## src/sv/tsc_pkg.sv

```systemverilog
package tsc_pkg;

    typedef enum logic [3:0] {
        ST_IDLE = 4'd0,
        ST_WS   = 4'd1,
        ST_CR   = 4'd2,
        ST_STR  = 4'd3,
        ST_ESC  = 4'd4,
        ST_NAME = 4'd5,
        ST_INT  = 4'd6,
        ST_FRAC = 4'd7,
        ST_EXPE = 4'd8,
        ST_EXPS = 4'd9,
        ST_EXPD = 4'd10,
        ST_ERR  = 4'd11
    } lex_state_t;

    typedef enum logic [1:0] {
        EV_CHAR  = 2'd0,
        EV_END   = 2'd1,
        EV_ERROR = 2'd2
    } ev_t;

    typedef enum logic [2:0] {
        TT_EOI    = 3'd0,
        TT_WS     = 3'd1,
        TT_LT     = 3'd2,
        TT_ASSIGN = 3'd3,
        TT_STRING = 3'd4,
        TT_NAME   = 3'd5,
        TT_NUMBER = 3'd6
    } tt_t;

    localparam int CP_W = 21;

    localparam logic [CP_W-1:0] CH_TAB    = 21'h09;
    localparam logic [CP_W-1:0] CH_LF     = 21'h0A;
    localparam logic [CP_W-1:0] CH_CR     = 21'h0D;
    localparam logic [CP_W-1:0] CH_SPACE  = 21'h20;
    localparam logic [CP_W-1:0] CH_QUOTE  = 21'h22;
    localparam logic [CP_W-1:0] CH_PLUS   = 21'h2B;
    localparam logic [CP_W-1:0] CH_MINUS  = 21'h2D;
    localparam logic [CP_W-1:0] CH_DOT    = 21'h2E;
    localparam logic [CP_W-1:0] CH_ASSIGN = 21'h3D;
    localparam logic [CP_W-1:0] CH_BSLASH = 21'h5C;
    localparam logic [CP_W-1:0] CH_UNDER  = 21'h5F;
    localparam logic [CP_W-1:0] CH_UP_E   = 21'h45;
    localparam logic [CP_W-1:0] CH_LO_E   = 21'h65;
    localparam logic [CP_W-1:0] CH_LO_N   = 21'h6E;
    localparam logic [CP_W-1:0] CH_LO_R   = 21'h72;

    typedef struct packed {
        ev_t             ev;
        tt_t             tt;
        logic [CP_W-1:0] ch;
        logic            last;
    } res_t;

    typedef struct packed {
        lex_state_t nxt;
        logic [1:0] cnt;
        res_t       r0;
        res_t       r1;
    } step_t;

    function automatic res_t mk_res(input ev_t ev, input tt_t tt, input logic [CP_W-1:0] ch);
        res_t r;
        r.ev   = ev;
        r.tt   = tt;
        r.ch   = ch;
        r.last = 1'b0;
        return r;
    endfunction

endpackage

```

## src/sv/token_scanner.sv

```systemverilog
// A request is registered on acceptance and scanned from that register; it is consumed
// once the result queue has room, and its results are offered from the queue head.
// Throughput: one request per cycle while the four-entry result queue has room for two;
// results leave it one per cycle while m_ready is high, so two-result requests go at the drain rate.
// Reset clears the scanner to the start state and empties the input and result stages.
module token_scanner (
    input  logic        aclk,
    input  logic        aresetn,
    input  logic        s_valid,
    output logic        s_ready,
    input  logic        s_kind,
    input  logic [20:0] s_code_point,
    output logic        m_valid,
    input  logic        m_ready,
    output logic [1:0]  m_event_res,
    output logic [2:0]  m_token_type,
    output logic [20:0] m_char_value,
    output logic        m_last
);

    logic                      in_valid_reg;
    logic                      kind_reg;
    logic [tsc_pkg::CP_W-1:0]  cp_reg;
    tsc_pkg::lex_state_t       state_reg;
    tsc_pkg::step_t            step;
    tsc_pkg::res_t             r0;
    tsc_pkg::res_t             r1;
    tsc_pkg::res_t             head;
    logic [2:0]                q_count;
    logic                      push;
    logic [1:0]                push_cnt;
    logic                      pop;

    // Room for two results must be there before a request is scanned
    assign push     = in_valid_reg && (q_count < 3'd3);
    assign push_cnt = push ? step.cnt : 2'd0;
    assign s_ready  = !in_valid_reg || push;
    assign pop      = m_valid && m_ready;

    always_ff @(posedge aclk) begin
        if (!aresetn) begin
            in_valid_reg <= 1'b0;
            state_reg    <= tsc_pkg::ST_IDLE;
        end else begin
            if (s_ready) begin
                in_valid_reg <= s_valid;
            end
            if (push) begin
                state_reg <= step.nxt;
            end
        end
    end

    always_ff @(posedge aclk) begin
        if (s_valid && s_ready) begin
            kind_reg <= s_kind;
            cp_reg   <= s_code_point;
        end
    end

    tsc_step u_step (
        .state      (state_reg),
        .kind       (kind_reg),
        .code_point (cp_reg),
        .step       (step)
    );

    // Mark the final result of this request
    always_comb begin
        r0      = step.r0;
        r1      = step.r1;
        r0.last = (step.cnt == 2'd1);
        r1.last = 1'b1;
    end

    tsc_resq u_resq (
        .aclk     (aclk),
        .aresetn  (aresetn),
        .push_cnt (push_cnt),
        .push_r0  (r0),
        .push_r1  (r1),
        .pop      (pop),
        .head     (head),
        .count    (q_count)
    );

    assign m_valid      = (q_count != 3'd0);
    assign m_event_res  = head.ev;
    assign m_token_type = head.tt;
    assign m_char_value = head.ch;
    assign m_last       = head.last;

endmodule

```

## src/sv/tsc_step.sv

```systemverilog
module tsc_step (
    input  tsc_pkg::lex_state_t       state,
    input  logic                      kind,
    input  logic [tsc_pkg::CP_W-1:0]  code_point,
    output tsc_pkg::step_t            step
);

    function automatic logic is_digit(input logic [tsc_pkg::CP_W-1:0] c);
        return c >= 21'h30 && c <= 21'h39;
    endfunction

    function automatic logic is_alpha(input logic [tsc_pkg::CP_W-1:0] c);
        return (c >= 21'h41 && c <= 21'h5A) || (c >= 21'h61 && c <= 21'h7A);
    endfunction

    logic                      rescan;
    logic                      pend_vld;
    tsc_pkg::tt_t              pend_tt;
    logic                      st_has;
    tsc_pkg::res_t             st_res;
    tsc_pkg::lex_state_t       st_nxt;
    tsc_pkg::res_t             err_res;

    assign err_res  = tsc_pkg::mk_res(tsc_pkg::EV_ERROR, tsc_pkg::TT_EOI, '0);

    // Scan the symbol as the first one of a new token
    always_comb begin
        st_has = 1'b1;
        st_res = err_res;
        st_nxt = tsc_pkg::ST_IDLE;
        priority if (code_point == tsc_pkg::CH_SPACE || code_point == tsc_pkg::CH_TAB) begin
            st_has = 1'b0;
            st_nxt = tsc_pkg::ST_WS;
        end else if (code_point == tsc_pkg::CH_CR) begin
            st_has = 1'b0;
            st_nxt = tsc_pkg::ST_CR;
        end else if (code_point == tsc_pkg::CH_LF) begin
            st_res = tsc_pkg::mk_res(tsc_pkg::EV_END, tsc_pkg::TT_LT, '0);
        end else if (code_point == tsc_pkg::CH_ASSIGN) begin
            st_res = tsc_pkg::mk_res(tsc_pkg::EV_END, tsc_pkg::TT_ASSIGN, '0);
        end else if (code_point == tsc_pkg::CH_QUOTE) begin
            st_has = 1'b0;
            st_nxt = tsc_pkg::ST_STR;
        end else if (code_point == tsc_pkg::CH_UNDER || is_alpha(code_point)) begin
            st_res = tsc_pkg::mk_res(tsc_pkg::EV_CHAR, tsc_pkg::TT_NAME, code_point);
            st_nxt = tsc_pkg::ST_NAME;
        end else if (is_digit(code_point)) begin
            st_res = tsc_pkg::mk_res(tsc_pkg::EV_CHAR, tsc_pkg::TT_NUMBER, code_point);
            st_nxt = tsc_pkg::ST_INT;
        end else begin
            st_nxt = tsc_pkg::ST_ERR;
        end
    end

    always_comb begin
        rescan   = 1'b0;
        pend_vld = 1'b0;
        pend_tt  = tsc_pkg::TT_EOI;
        step.nxt = state;
        step.cnt = 2'd0;
        step.r0  = err_res;
        step.r1  = err_res;

        if (state == tsc_pkg::ST_ERR) begin
            step.cnt = 2'd1;
        end else if (kind) begin
            unique case (state)
                tsc_pkg::ST_WS: begin
                    pend_vld = 1'b1;
                    pend_tt  = tsc_pkg::TT_WS;
                end
                tsc_pkg::ST_CR: begin
                    pend_vld = 1'b1;
                    pend_tt  = tsc_pkg::TT_LT;
                end
                tsc_pkg::ST_NAME: begin
                    pend_vld = 1'b1;
                    pend_tt  = tsc_pkg::TT_NAME;
                end
                tsc_pkg::ST_INT, tsc_pkg::ST_FRAC, tsc_pkg::ST_EXPD: begin
                    pend_vld = 1'b1;
                    pend_tt  = tsc_pkg::TT_NUMBER;
                end
                default: ;
            endcase
            if (state == tsc_pkg::ST_STR || state == tsc_pkg::ST_ESC ||
                state == tsc_pkg::ST_EXPE || state == tsc_pkg::ST_EXPS) begin
                step.cnt = 2'd1;
                step.nxt = tsc_pkg::ST_ERR;
            end else begin
                step.nxt = tsc_pkg::ST_IDLE;
                if (pend_vld) begin
                    step.cnt = 2'd2;
                    step.r0  = tsc_pkg::mk_res(tsc_pkg::EV_END, pend_tt, '0);
                    step.r1  = tsc_pkg::mk_res(tsc_pkg::EV_END, tsc_pkg::TT_EOI, '0);
                end else begin
                    step.cnt = 2'd1;
                    step.r0  = tsc_pkg::mk_res(tsc_pkg::EV_END, tsc_pkg::TT_EOI, '0);
                end
            end
        end else begin
            unique case (state)
                tsc_pkg::ST_IDLE: rescan = 1'b1;
                tsc_pkg::ST_WS: begin
                    if (code_point != tsc_pkg::CH_SPACE && code_point != tsc_pkg::CH_TAB) begin
                        pend_vld = 1'b1;
                        pend_tt  = tsc_pkg::TT_WS;
                        rescan   = 1'b1;
                    end
                end
                tsc_pkg::ST_CR: begin
                    if (code_point == tsc_pkg::CH_LF) begin
                        step.cnt = 2'd1;
                        step.r0  = tsc_pkg::mk_res(tsc_pkg::EV_END, tsc_pkg::TT_LT, '0);
                        step.nxt = tsc_pkg::ST_IDLE;
                    end else begin
                        pend_vld = 1'b1;
                        pend_tt  = tsc_pkg::TT_LT;
                        rescan   = 1'b1;
                    end
                end
                tsc_pkg::ST_STR: begin
                    if (code_point == tsc_pkg::CH_BSLASH) begin
                        step.nxt = tsc_pkg::ST_ESC;
                    end else if (code_point == tsc_pkg::CH_QUOTE) begin
                        step.cnt = 2'd1;
                        step.r0  = tsc_pkg::mk_res(tsc_pkg::EV_END, tsc_pkg::TT_STRING, '0);
                        step.nxt = tsc_pkg::ST_IDLE;
                    end else begin
                        step.cnt = 2'd1;
                        step.r0  = tsc_pkg::mk_res(tsc_pkg::EV_CHAR, tsc_pkg::TT_STRING,
                                                   code_point);
                    end
                end
                tsc_pkg::ST_ESC: begin
                    // Valid escape returns to the string body after one character
                    step.cnt = 2'd1;
                    step.nxt = tsc_pkg::ST_STR;
                    priority if (code_point == tsc_pkg::CH_QUOTE ||
                                 code_point == tsc_pkg::CH_BSLASH) begin
                        step.r0 = tsc_pkg::mk_res(tsc_pkg::EV_CHAR, tsc_pkg::TT_STRING,
                                                  code_point);
                    end else if (code_point == tsc_pkg::CH_LO_N) begin
                        step.r0 = tsc_pkg::mk_res(tsc_pkg::EV_CHAR, tsc_pkg::TT_STRING,
                                                  tsc_pkg::CH_LF);
                    end else if (code_point == tsc_pkg::CH_LO_R) begin
                        step.r0 = tsc_pkg::mk_res(tsc_pkg::EV_CHAR, tsc_pkg::TT_STRING,
                                                  tsc_pkg::CH_CR);
                    end else begin
                        step.nxt = tsc_pkg::ST_ERR;
                    end
                end
                tsc_pkg::ST_NAME: begin
                    if (code_point == tsc_pkg::CH_UNDER || is_alpha(code_point) ||
                        is_digit(code_point)) begin
                        step.cnt = 2'd1;
                        step.r0  = tsc_pkg::mk_res(tsc_pkg::EV_CHAR, tsc_pkg::TT_NAME,
                                                   code_point);
                    end else begin
                        pend_vld = 1'b1;
                        pend_tt  = tsc_pkg::TT_NAME;
                        rescan   = 1'b1;
                    end
                end
                tsc_pkg::ST_INT, tsc_pkg::ST_FRAC, tsc_pkg::ST_EXPD: begin
                    if (is_digit(code_point)) begin
                        step.cnt = 2'd1;
                        step.r0  = tsc_pkg::mk_res(tsc_pkg::EV_CHAR, tsc_pkg::TT_NUMBER,
                                                   code_point);
                    end else if (state == tsc_pkg::ST_INT &&
                                 code_point == tsc_pkg::CH_DOT) begin
                        step.cnt = 2'd1;
                        step.r0  = tsc_pkg::mk_res(tsc_pkg::EV_CHAR, tsc_pkg::TT_NUMBER,
                                                   code_point);
                        step.nxt = tsc_pkg::ST_FRAC;
                    end else if (state == tsc_pkg::ST_FRAC &&
                                 (code_point == tsc_pkg::CH_LO_E ||
                                  code_point == tsc_pkg::CH_UP_E)) begin
                        step.cnt = 2'd1;
                        step.r0  = tsc_pkg::mk_res(tsc_pkg::EV_CHAR, tsc_pkg::TT_NUMBER,
                                                   code_point);
                        step.nxt = tsc_pkg::ST_EXPE;
                    end else begin
                        pend_vld = 1'b1;
                        pend_tt  = tsc_pkg::TT_NUMBER;
                        rescan   = 1'b1;
                    end
                end
                tsc_pkg::ST_EXPE, tsc_pkg::ST_EXPS: begin
                    step.cnt = 2'd1;
                    if (is_digit(code_point)) begin
                        step.r0  = tsc_pkg::mk_res(tsc_pkg::EV_CHAR, tsc_pkg::TT_NUMBER,
                                                   code_point);
                        step.nxt = tsc_pkg::ST_EXPD;
                    end else if (state == tsc_pkg::ST_EXPE &&
                                 (code_point == tsc_pkg::CH_PLUS ||
                                  code_point == tsc_pkg::CH_MINUS)) begin
                        step.r0  = tsc_pkg::mk_res(tsc_pkg::EV_CHAR, tsc_pkg::TT_NUMBER,
                                                   code_point);
                        step.nxt = tsc_pkg::ST_EXPS;
                    end else begin
                        step.nxt = tsc_pkg::ST_ERR;
                    end
                end
                default: begin
                    step.cnt = 2'd1;
                    step.nxt = tsc_pkg::ST_ERR;
                end
            endcase

            if (rescan) begin
                step.nxt = st_nxt;
                if (pend_vld) begin
                    step.r0  = tsc_pkg::mk_res(tsc_pkg::EV_END, pend_tt, '0);
                    step.r1  = st_res;
                    step.cnt = st_has ? 2'd2 : 2'd1;
                end else begin
                    step.r0  = st_res;
                    step.cnt = st_has ? 2'd1 : 2'd0;
                end
            end
        end
    end

endmodule

```

## src/sv/tsc_resq.sv

```systemverilog
module tsc_resq (
    input  logic          aclk,
    input  logic          aresetn,
    input  logic [1:0]    push_cnt,
    input  tsc_pkg::res_t push_r0,
    input  tsc_pkg::res_t push_r1,
    input  logic          pop,
    output tsc_pkg::res_t head,
    output logic [2:0]    count
);

    tsc_pkg::res_t mem [0:3];
    logic [1:0]    wr_reg;
    logic [1:0]    rd_reg;
    logic [2:0]    cnt_reg;

    always_ff @(posedge aclk) begin
        if (!aresetn) begin
            wr_reg  <= 2'd0;
            rd_reg  <= 2'd0;
            cnt_reg <= 3'd0;
        end else begin
            wr_reg  <= wr_reg + push_cnt;
            rd_reg  <= rd_reg + {1'b0, pop};
            cnt_reg <= cnt_reg + {1'b0, push_cnt} - {2'b00, pop};
        end
    end

    always_ff @(posedge aclk) begin
        if (push_cnt != 2'd0) begin
            mem[wr_reg] <= push_r0;
        end
        if (push_cnt == 2'd2) begin
            mem[wr_reg + 2'd1] <= push_r1;
        end
    end

    assign head  = mem[rd_reg];
    assign count = cnt_reg;

endmodule

```

## config.mk

```make
export PLATFORM = sky130hd
export DESIGN_NAME = token_scanner
export DESIGN_NICKNAME = d
export VERILOG_FILES = /design/src/sv/tsc_pkg.sv /design/src/sv/token_scanner.sv /design/src/sv/tsc_step.sv /design/src/sv/tsc_resq.sv
export SDC_FILE = /design/constraint.sdc
export NUM_CORES = 1
export LEC_CHECK = 0
export BUFFER_PORTS_ARGS = -buffer_cell sky130_fd_sc_hd__buf_2
export CORE_ASPECT_RATIO = 0.9
export CORE_MARGIN = 4
export CORE_UTILIZATION = 61
export DETAILED_ROUTE_END_ITERATION = 6
export GPL_ROUTABILITY_DRIVEN = 1
export PLACE_DENSITY = 0.85
export SLEW_MARGIN = 10
export SYNTH_ARGS = -nofsm -noshare
export SYNTH_HDL_FRONTEND = slang
export SYNTH_SLANG_ARGS = --single-unit
```

## constraint.sdc

```tcl
create_clock -name aclk -period 5.6 [get_ports aclk]
set_input_delay 0.56 -clock aclk [delete_from_list [all_inputs] [get_ports aclk]]
set_output_delay 0.56 -clock aclk [all_outputs]
set_load 0.005 [all_outputs]
```

# Word-level counts from Yosys, hierarchy flattened
# Memory sizes are Yosys's and may differ from the RTL's. A register that Yosys moved wholly into a read port is not among the register bits.
# Index checks and enable logic that the tools add are counted.
[word_totals]
regBits = 34
ram_bits = 108
input_bits = 26
wordCells = 170
n_memories = 1
[memory_table]
columns = ["name", "depth", "word_bits", "rd", "rd_clocked_by_memory_dff", "wr", "line_no", "rtl"]
rows = [
  ["u_resq.mem", 4, 27, 1, 1, 2, "tsc_resq.sv:12", "tsc_pkg::res_t mem [0:3];"],
]
[classes]
n_addsub = 5
order_cmp = 7
n_eq_ne = 35
muxes = 83
n_bitwise = 1
n_reduce_logical = 31
[ops]
columns = ["operator", "n"]
rows = [
  ["$mux W27", 14],
  ["$pmux W27 S6", 1],
  ["$eq A21 B6 Y1 const B", 6],
  ["$eq A21 B7 Y1 const B", 6],
  ["$mux W60", 2],
  ["$mux W29", 4],
  ["$mux W54", 2],
  ["$mux W33", 3],
  ["$eq A21 B4 Y1 const B", 3],
  ["$mux W4", 13],
  ["$ge A21 B7 Y1 const B", 2],
  ["$le A21 B7 Y1 const B", 2],
  ["$mux W28", 1],
  ["$mux W26", 1],
  ["$mux W1", 24],
  ["$pmux W3 S4", 2],
  ["$pmux W4 S6", 1],
  ["$ge A21 B6 Y1 const B", 1],
  ["$le A21 B6 Y1 const B", 1],
  ["$ne A21 B4 Y1 const B", 1],
  ["$ne A21 B6 Y1 const B", 1],
  ["$eq A4 B3 Y1 const B", 4],
  ["$eq A4 B4 Y1 const B", 4],
  ["$mux W2", 7],
  ["31 further kinds", 56],
]

# Longest topological paths before layout
# Gate-level depths: netlist of the first run.
[logic_depth]
word_depth = 18
mapped_depth = 17
ltp_nobuf = 14

# Modules after synthesis
# A second synthesis of the first run with hierarchy kept.
[hier_totals]
hier_cells = 643
area_unflattened_um2 = 8433.1
[by_module_without_submodules]
columns = ["mod", "n_inst", "cells_per_inst", "area_per_inst_um2", "seq_area_each_um2"]
rows = [
  ["tsc_resq", 1, 302, 5723.0, 3383.2],
  ["tsc_step", 1, 288, 1788.0, 0.0],
  ["token_scanner", 1, 53, 922.1, 760.7],
]

# Worst setup path before layout of the first run
# No wires, ideal clock.
[synth_timing]
path_kind = "reg-to-reg"
startpoint = "register cp_reg[12] (netlist bit)"
endpoint = "memory u_resq.mem[2][10] (netlist bit), enable pin"
arrival_time_ns = 3.740
path_slack_ns = 1.422
stages_incl_launch_ff = 14
n_path_buf = 3
period_less_slack_ns = 4.178
path_cell_list = "edfxtp_1 nor4_2 nand4_1 buf_2 o41ai_4 o311ai_4 or2_0 buf_4 ha_1 or3_1 mux2_2 nand2_1 buf_2 nand2_1"
[synth_rtl]
columns = ["item", "line_no", "rtl"]
rows = [
  ["start: declaration", "token_scanner.sv:23", "logic [tsc_pkg::CP_W-1:0] cp_reg;"],
  ["start signal: assignment", "token_scanner.sv:57", "cp_reg <= s_code_point;"],
  ["end: declaration", "tsc_resq.sv:12", ""],
]

==> key figures, run 1 <==
CTS
  • Post-CTS resize count: 0
  • H-tree levels: 4
  • Num CTS Buffers: 17
  • CTS Root Cell: clkbuf_16
  • CTS tree: done
  • Worst skew pair latency: 0.43 ns
  • # hold bufs at CTS: 0
  • Max clock buf depth: 2
  • CTS clock-pin slew for the worst setup and hold paths: 0.06 ns
  • TritonCTS Sinks: 142
  • Setup Buffers After CTS: 0

Worst setup path
  • Critical Path AT: 5.19 ns
  • RR Startpoint: cp_reg[4]
  • Crit path max fanout: 18
  • RR Endpoint: u_resq.mem[3][2]
  • R2R setup slack: 0.58 ns
  • Slowest stage delay, CP: 0.77 ns
  • Critical path class: reg -> reg
  • Crit path max-delay family: simple AND/OR/NAND/NOR gates
  • Most used cell, CP: nor2_1
  • Worst endpoint required time: 5.77 ns
  • CP startpoint kind: flop
  • Crit. End Element: flop
  • Buf/Inv on CP: 0
  • Crit-path cells: o211ai_1 -> nand4_1 -> nor2_1 -> o311ai_4 -> or2_0 -> ha_1 -> or3_1 -> mux2i_1 -> nor2_1 -> a22o_1
  • CP endpoint: u_resq.mem[3][2]
  • Worst Setup SP: cp_reg[4]
  • Slowest CP cell: edfxtp_1
  • CP Depth: 10
  • FF-to-FF path depth: 10

Cells and area
  • FILL cells: about 850
  • Ant diodes: 0
  • Final Net Count: 733
  • Synth-to-layout area growth: 12.3%
  • Commonest non-fill, non-tap cells in the layout: 126 x edfxtp_1, 72 x nor2_1, 54 x buf_2
  • Layout cells sized above 1: 20.9%
  • Max reg flops: 108
  • Commonest non-fill, non-tap cell in the layout: edfxtp_1

Power
  • Leak: 2.96 nW
  • Peak VDD IR: 0.250 mV
  • Final Power: 3.29 mW
  • PwrDens: 384 mW/mm2

STA
  • Fmax: about 200 MHz
  • Final hold violations: 0
  • Hold Slack: around 0.31 ns
  • Setup violations, final: 0
  • Max transition margin: 30.3%
  • Setup TNS: 0 ns
  • Unrepaired setup endpoints after global routing: no
  • Worst Max-Slew Pin Slew: 1.02 ns
  • Fin. max-slew vios: 0
  • Tmin final: approximately 5.0 ns
  • Final period utilization: 89.6%
  • Clk_skew: 0.0106 ns

Status
  • Status: complete, no violations

Global route
  • Pin count of the biggest net entering global routing: 29
  • Grt ovf: 0
  • Antenna violations before repair: 0
  • Vias in the first global route: 5968
  • First-pass GRT wire length: around 34 mm
  • Total track usage: between 30% and 40%

Synth
  • Synth Net Count: 690
  • Compound-Gate Fraction of Synth Area: around 15%
  • Number of distinct library cells after synthesis: 81
  • Xor and xnor area share after synthesis: 0.688%
  • Netlist Area Pre-Place: ~0.0076 mm2
  • FFs w/ async S/R, synth: 0%
  • Cells after synthesis: about 660
  • Post-synth EDFFs: approximately 130
  • Largest family of logic cells by synthesized area: simple AND/OR/NAND/NOR gates
  • YS warnings: 0
  • Post-Synth Adder-Cell Area: 1.38%
  • Post-synthesis mux area share: ~8.5%
  • Ys flop type: edfxtp_1
  • Avg Inst Size Synth: 11.6 um2
  • Post-Synth Simple-Gate Area: 17.1%
  • Synth Register Bits: 142
  • Register area share after synthesis: 53.7%

Floorplan
  • Die ar.: 0.0144 mm2
  • IO Pins: 55
  • Row count: 38
  • Die Y-Extent: 114 um
  • Initial core utilization: approximately 63%
  • Core area: 0.0122 mm2
  • Die Span X: 126 um

Routing
  • DR vias/cell: 7.06
  • Wire per inst: ~24 um
  • Final WL: 21.1 mm
  • Routed Antenna Nets: 0
  • Remaining DRCs: 0
  • Detailed Routing Iterations Pass 1: 6
  • Initial DRC Count: 956
  • Routed vias: between 6000 and 7000

Place
  • Number of port buffers: 54
  • Placer Congestion: around 1
  • Post-DP HPWL: 14.8 mm

Run
  • Max-Cap Viols: 0

Hold path
  • Min-delay worst type: in -> reg
-- cell usage after synthesis (4+ instances only) --
| library cell | n | share of area, % |
|---|---|---|
| nor2_1 | 72 | 3.5 |
| nor4_1 | 4 | 0.33 |
| nor2b_1 | 7 | 0.57 |
| buf_2 | 16 | 1.0 |
| o21ai_1 | 11 | 0.72 |
| or3_1 | 5 | 0.41 |
| nor3b_1 | 5 | 0.49 |
| ha_1 | 6 | 0.98 |
| o21ai_0 | 17 | 1.1 |
| nand2_1 | 50 | 2.5 |
| nand3_1 | 16 | 1.0 |
| o21a_1 | 4 | 0.39 |
| a21o_1 | 5 | 0.49 |
| o22ai_1 | 24 | 2.0 |
| or2_2 | 5 | 0.41 |
| mux4_2 | 27 | 8.0 |
| inv_1 | 11 | 0.54 |
| and2_1 | 20 | 1.6 |
| nor3_1 | 10 | 0.66 |
| clkbuf_1 | 26 | 1.3 |
| nand4_1 | 15 | 1.2 |
| nand2b_1 | 9 | 0.74 |
| a22o_1 | 13 | 1.5 |
| buf_1 | 4 | 0.20 |
| a21oi_1 | 38 | 2.5 |
| edfxtp_1 | 126 | 50 |
| dfxtp_1 | 16 | 4.2 |
| xnor2_1 | 4 | 0.46 |
| and3_1 | 4 | 0.33 |
| o32ai_1 | 4 | 0.46 |
| o211ai_1 | 6 | 0.59 |
-- worst reg2reg max path: cells and delay by family (launching register included) --
family | cells | cell delay, ns
flip-flops | 1 | 0.77
adder cells (fa/ha/maj) | 1 | 0.38
AO/OA/AOI/OAI | 3 | 1.10
multiplexers | 1 | 0.77
AND/OR/NAND/NOR | 5 | 1.75
-- worst min-delay path by stage --
stage / startpoint / end / slack [ns] / cells past startpoint
floorplan: u_resq.mem[0][0] / u_resq.mem[0][0] / 0.46 / 2
global placement: u_resq.mem[0][0] / u_resq.mem[0][0] / 0.48 / 2
detailed placement: u_resq.mem[0][0] / u_resq.mem[0][0] / 0.50 / 2
CTS: s_code_point[1] / cp_reg[1] / 0.30 / 1
global route: s_code_point[1] / cp_reg[1] / 0.31 / 1
finish: s_code_point[3] / cp_reg[3] / 0.31 / 1
-- logic make-up after synthesis --
kind of cell,count (synthesis)
compound gates,165
xor+xnor,6
fa+ha+maj,8
buf+inv,59
flops,142
mux,31
simple gates,246
-- layout make-up --
type                            instances  area [um2]  share of cell area (%)
Clock inverter                          9        90.1                    1.05
Clock buffer                           23         448                    5.22
Tap cell                              160         200                    2.33
Timing Repair Buffer                   72         405                    4.73
Inverter                               11        41.3                   0.481
Multi-Input combinational cell        456        3290                    38.3
Sequential cell                       142        4110                    47.9
-- stage by stage --
step	cells	setup WS, ns	cell area, um2	utilization, %
finish	873	0.581	8580	70.5
global route	873	0.351	8580	70.5
CTS	873	0.790	8580	70.5
detailed placement	841	0.795	8040	66.1
global placement	841	1.03	8040	66.1
floorplan	657	1.42	7640	-
-- per-layer routing --
layer,global-route usage (%),share of wire (%)
met1,40.7,38
met2,49.2,48
met3,7.46,11
met4,9.01,2.4
met5,0,0
-- report_power, final --
group	switching, mW	leakage (nW)	total, mW	internal, mW
Clock	0.437	0.256	1.05	0.613
Sequential	0.141	1.42	1.41	1.27
Combinational	0.444	1.28	0.836	0.392
No activity file was read; power rests on OpenSTA's default activity.
==> run 2, diff against run 1 <==
CORE_ASPECT_RATIO = 1.1   (was 0.9)
==> key figures, run 2 (synthesis results as in run 1) <==
Floorplan
  • IO Pins: 55
  • Die Y-Extent: 125 um
  • Row count: 42
  • Initial core utilization: 62.9%
  • Die ar.: roughly 0.014 mm2
  • Core area: ~0.012 mm2
  • Die Span X: 115 um

Cells and area
  • Final Net Count: between 700 and 800
  • Synth-to-layout area growth: 12.6%
  • Commonest non-fill, non-tap cells in the layout: 126 x edfxtp_1, 72 x nor2_1, 54 x buf_2
  • Ant diodes: 0
  • Commonest non-fill, non-tap cell in the layout: edfxtp_1
  • Max reg flops: 108
  • Layout cells sized above 1: 21.6%

STA
  • Final hold violations: 0
  • Worst Max-Slew Pin Slew: between 1 and 1.5 ns
  • Unrepaired setup endpoints after global routing: no
  • Fmax: 199 MHz
  • Setup TNS: 0 ns
  • Tmin final: 5.01 ns
  • Max transition margin: 31.0%
  • Final period utilization: approximately 90%
  • Fin. max-slew vios: 0
  • Slack of the critical path: 0.586 ns
  • Clk_skew: between 0.009 and 0.01 ns
  • Setup violations, final: 0

Run
  • Max-Cap Viols: 0

Routing
  • DR vias/cell: 6.97
  • Routed Antenna Nets: 0
  • Wire per inst: approximately 23 um
  • Remaining DRCs: 0
  • Final WL: 19.9 mm
  • Detailed Routing Iterations Pass 1: 5
  • Initial DRC Count: roughly 730
  • Routed vias: slightly above 6000

Worst setup path
  • CP startpoint kind: flop
  • Crit. End Element: flop
  • Crit path max fanout: 22
  • Worst endpoint required time: 5.75 ns
  • Critical Path AT: ~5.2 ns
  • Critical path class: reg -> reg

Hold path
  • Min-delay worst type: in -> reg

Power
  • Leak: 2.98 nW
  • Peak VDD IR: 0.253 mV
  • PwrDens: 384 mW/mm2

CTS
  • # hold bufs at CTS: 0
  • H-tree levels: 4
  • CTS tree: done
  • Num CTS Buffers: 17
  • TritonCTS Sinks: 142
  • Post-CTS resize count: 0
  • Worst skew pair latency: around 0.42 ns
  • CTS Root Cell: clkbuf_16
  • Max clock buf depth: 2
  • Setup Buffers After CTS: 0
  • CTS clock-pin slew for the worst setup and hold paths: around 0.07 ns

Status
  • Status: complete, no violations

Global route
  • First-pass GRT wire length: 31.9 mm
  • Total track usage: 28.5%
  • Grt ovf: 0
  • Vias in the first global route: approximately 6000
  • Pin count of the biggest net entering global routing: 29
  • Antenna violations before repair: 0

Place
  • Post-DP HPWL: 13.9 mm
  • Number of port buffers: between 50 and 60
  • Post-Place Worst Slack: 0.715 ns
  • Placer Congestion: 0.987
## run 2: cell types whose count changed in the layout (fill, tap and decap cells not counted)
cell / delta
inv_8: +4
clkbuf_1: -6
inv_6: +2
buf_4: -1
## run 2: final cells by class
class	instances	area, um2
flip-flops and latches	142	4110
fillers	824	3540
multi-input cells	456	3290
clock buffers	17	425
repair buffers	71	398
well taps	154	193
clock inverters	15	153
inverters	11	41.3
## run 2: power by group
part | internal (mW) | total, mW | switching [mW]
combinational | 0.386 | 0.824 | 0.437
sequential | 1.27 | 1.39 | 0.128
clock | 0.627 | 1.09 | 0.464
## run 2: per-stage QoR
step           utilization, %  hold slack [ns]  area [um2]  cells  total power [mW]
2_1_floorplan               -            0.462        7640    657              1.96
3_3_place_gp             66.1            0.477        8030    834              2.20
3_5_place_dp             66.1            0.488        8030    834              2.23
4_1_cts                  70.9            0.305        8600    866              3.31
5_1_grt                  70.9            0.303        8600    866              3.46
6_report                 70.9            0.314        8600    866              3.31
## run 2: final timing paths
| kind | from | to | slack (ns) | depth (start not counted) |
|---|---|---|---|---|
| max | cp_reg[4] | u_resq.mem[2][23] | 0.59 | 12 |
| min | s_code_point[6] | cp_reg[6] | 0.31 | 1 |
| max reg2reg | cp_reg[4] | u_resq.mem[2][23] | 0.59 | 12 |
| min reg2reg | u_resq.mem[2][0] | u_resq.mem[2][0] | 0.50 | 2 |
## run 2: routing by layer
metal  vias up  wire [um]  GRT usage [%]
met5         -          0              0
met4         0        686           9.53
met3        72       2260           6.48
met2       426       9650           45.6
met1      2888       7280           38.7
li1       2648          -              -
## run 2: worst max-delay path, stage by stage (launching register included)
cell      delay, ns
edfxtp_1       0.75
o211ai_1       0.26
nand4_1        0.39
o211ai_1       0.15
o22ai_1        0.51
or2_0          0.57
ha_1           0.37
or3_1          0.40
mux2_2         0.34
nand2_1        0.08
buf_4          0.28
nand2_1        0.31
buf_4          0.33
==> run 3, diff against run 2 <==
--- a/config.mk
+++ b/config.mk
@@ -8,2 +8,3 @@
 export BUFFER_PORTS_ARGS = -buffer_cell sky130_fd_sc_hd__buf_2
+export CAP_MARGIN = 20
 export CORE_ASPECT_RATIO = 1.1
==> constraint.sdc (replaced) <==
create_clock -name aclk -period 5.6 [get_ports aclk]
set_input_delay 1.12 -clock aclk [delete_from_list [all_inputs] [get_ports aclk]]
set_output_delay 1.12 -clock aclk [all_outputs]
set_load 0.005 [all_outputs]
==> key figures, run 3 (synthesis results as in run 1) <==
Floorplan
  • Die ar.: 0.0144 mm2
  • Die Span X: 115 um
  • IO Pins: 55
  • Core area: about 0.012 mm2
  • Row count: 42
  • Initial core utilization: 62.9%
  • Die Y-Extent: 125 um

Power
  • Final Power: ~3.3 mW
  • Leak: 2.99 nW
  • PwrDens: 385 mW/mm2
  • Peak VDD IR: 0.251 mV

Cells and area
  • FILL cells: 818
  • Max reg flops: ~110
  • Layout Utilization: 71.0%
  • Layout cells sized above 1: 21.7%
  • Commonest non-fill, non-tap cells in the layout: 126 x edfxtp_1, 72 x nor2_1, 54 x buf_2
  • Synth-to-layout area growth: 12.9%
  • Commonest non-fill, non-tap cell in the layout: edfxtp_1
  • Final Net Count: 733
  • Ant diodes: 0
  • Post-route cell area: 0.00862 mm2

STA
  • Unrepaired setup endpoints after global routing: no
  • Max transition margin: between 30% and 40%
  • Setup violations, final: 0
  • Final hold violations: 0
  • Fin. max-slew vios: 0
  • Fmax: 200 MHz
  • Worst Max-Slew Pin Slew: 0.987 ns
  • Clk_skew: 0.00953 ns
  • Final period utilization: 89.5%
  • Tmin final: 5.01 ns
  • Setup TNS: 0 ns

Worst setup path
  • Crit. End Element: flop
  • Critical Path AT: approximately 5.2 ns
  • Critical path class: reg -> reg
  • CP startpoint kind: flop
  • Crit path max fanout: 22
  • Worst endpoint required time: 5.75 ns

CTS
  • Worst skew pair latency: 0.42 ns
  • # hold bufs at CTS: 0
  • CTS Root Cell: clkbuf_16
  • Num CTS Buffers: 17
  • CTS tree: done
  • TritonCTS Sinks: 142
  • Post-CTS resize count: 0
  • Max clock buf depth: 2
  • Setup Buffers After CTS: 0
  • H-tree levels: 4
  • CTS clock-pin slew for the worst setup and hold paths: roughly 0.070 ns

Global route
  • First-pass GRT wire length: about 32 mm
  • Antenna violations before repair: 0
  • Vias in the first global route: 5833
  • Grt ovf: 0
  • Total track usage: 28.5%
  • Pin count of the biggest net entering global routing: 29

Routing
  • Remaining DRCs: 0
  • Initial DRC Count: 840
  • Final WL: 19.9 mm
  • Detailed Routing Iterations Pass 1: 7
  • Wire per inst: 23.0 um
  • Routed vias: 6034
  • DR vias/cell: 6.96
  • Routed Antenna Nets: 0

Place
  • Number of port buffers: 54
  • Placed Area: 0.00803 mm2
  • Post-DP HPWL: 13.9 mm
  • Placer Congestion: between 0.9 and 1

Status
  • Status: complete, no violations

Hold path
  • Min-delay worst type: reg -> reg

Run
  • Max-Cap Viols: 0
## run 3: cell count changes in the layout (fill, tap and decap cells not counted), sizes merged
cell | previous run | this run
buf | 71 | 72
## run 3: per-stage QoR
stage	hold slack, ns	instances	worst slack, ns
final	0.502	867	0.588
after global routing	0.525	867	0.190
after CTS	0.497	866	0.707
after detailed placement	0.488	834	0.715
after global placement	0.477	834	1.02
after floorplan	0.462	657	1.42
## run 3: final timing paths
check             slack (ns)              from                 to  cells past startpoint
setup / recovery        0.59         cp_reg[4]  u_resq.mem[2][23]                     12
hold / removal          0.50  u_resq.mem[2][0]   u_resq.mem[2][0]                      2
setup reg to reg        0.59         cp_reg[4]  u_resq.mem[2][23]                     12
hold reg to reg         0.50  u_resq.mem[2][0]   u_resq.mem[2][0]                      2
## run 3: metal layers
layer	track usage, %	share of wire (%)
met1	38.7	36
met2	45.6	49
met3	6.48	11
met4	9.53	3.2
met5	0	0
## run 3: final cells by class
type / instances / area (um2) / share of cell area, %
clock buffers: 17 / 425 / 4.93
clock inverters: 15 / 153 / 1.77
inverters: 11 / 41.3 / 0.479
multi-input cells: 456 / 3290 / 38.1
flip-flops and latches: 142 / 4110 / 47.6
well taps: 154 / 193 / 2.23
repair buffers: 72 / 418 / 4.85
## run 3: worst max-delay path, stage by stage (launching register included)
cell and delay [ns]:
edfxtp_1 0.75, o211ai_1 0.26, nand4_1 0.39, o211ai_1 0.15, o22ai_1 0.51, or2_0 0.58, ha_1 0.38, or3_1 0.40
mux2_2 0.34, nand2_1 0.08, buf_4 0.27, nand2_1 0.30, buf_4 0.33
## run 3: power by group
part	switching, mW	internal [mW]	leakage, nW	total (mW)
logic	0.479	0.399	1.29	0.877
registers	0.0900	1.27	1.42	1.36
clock network	0.464	0.627	0.282	1.09
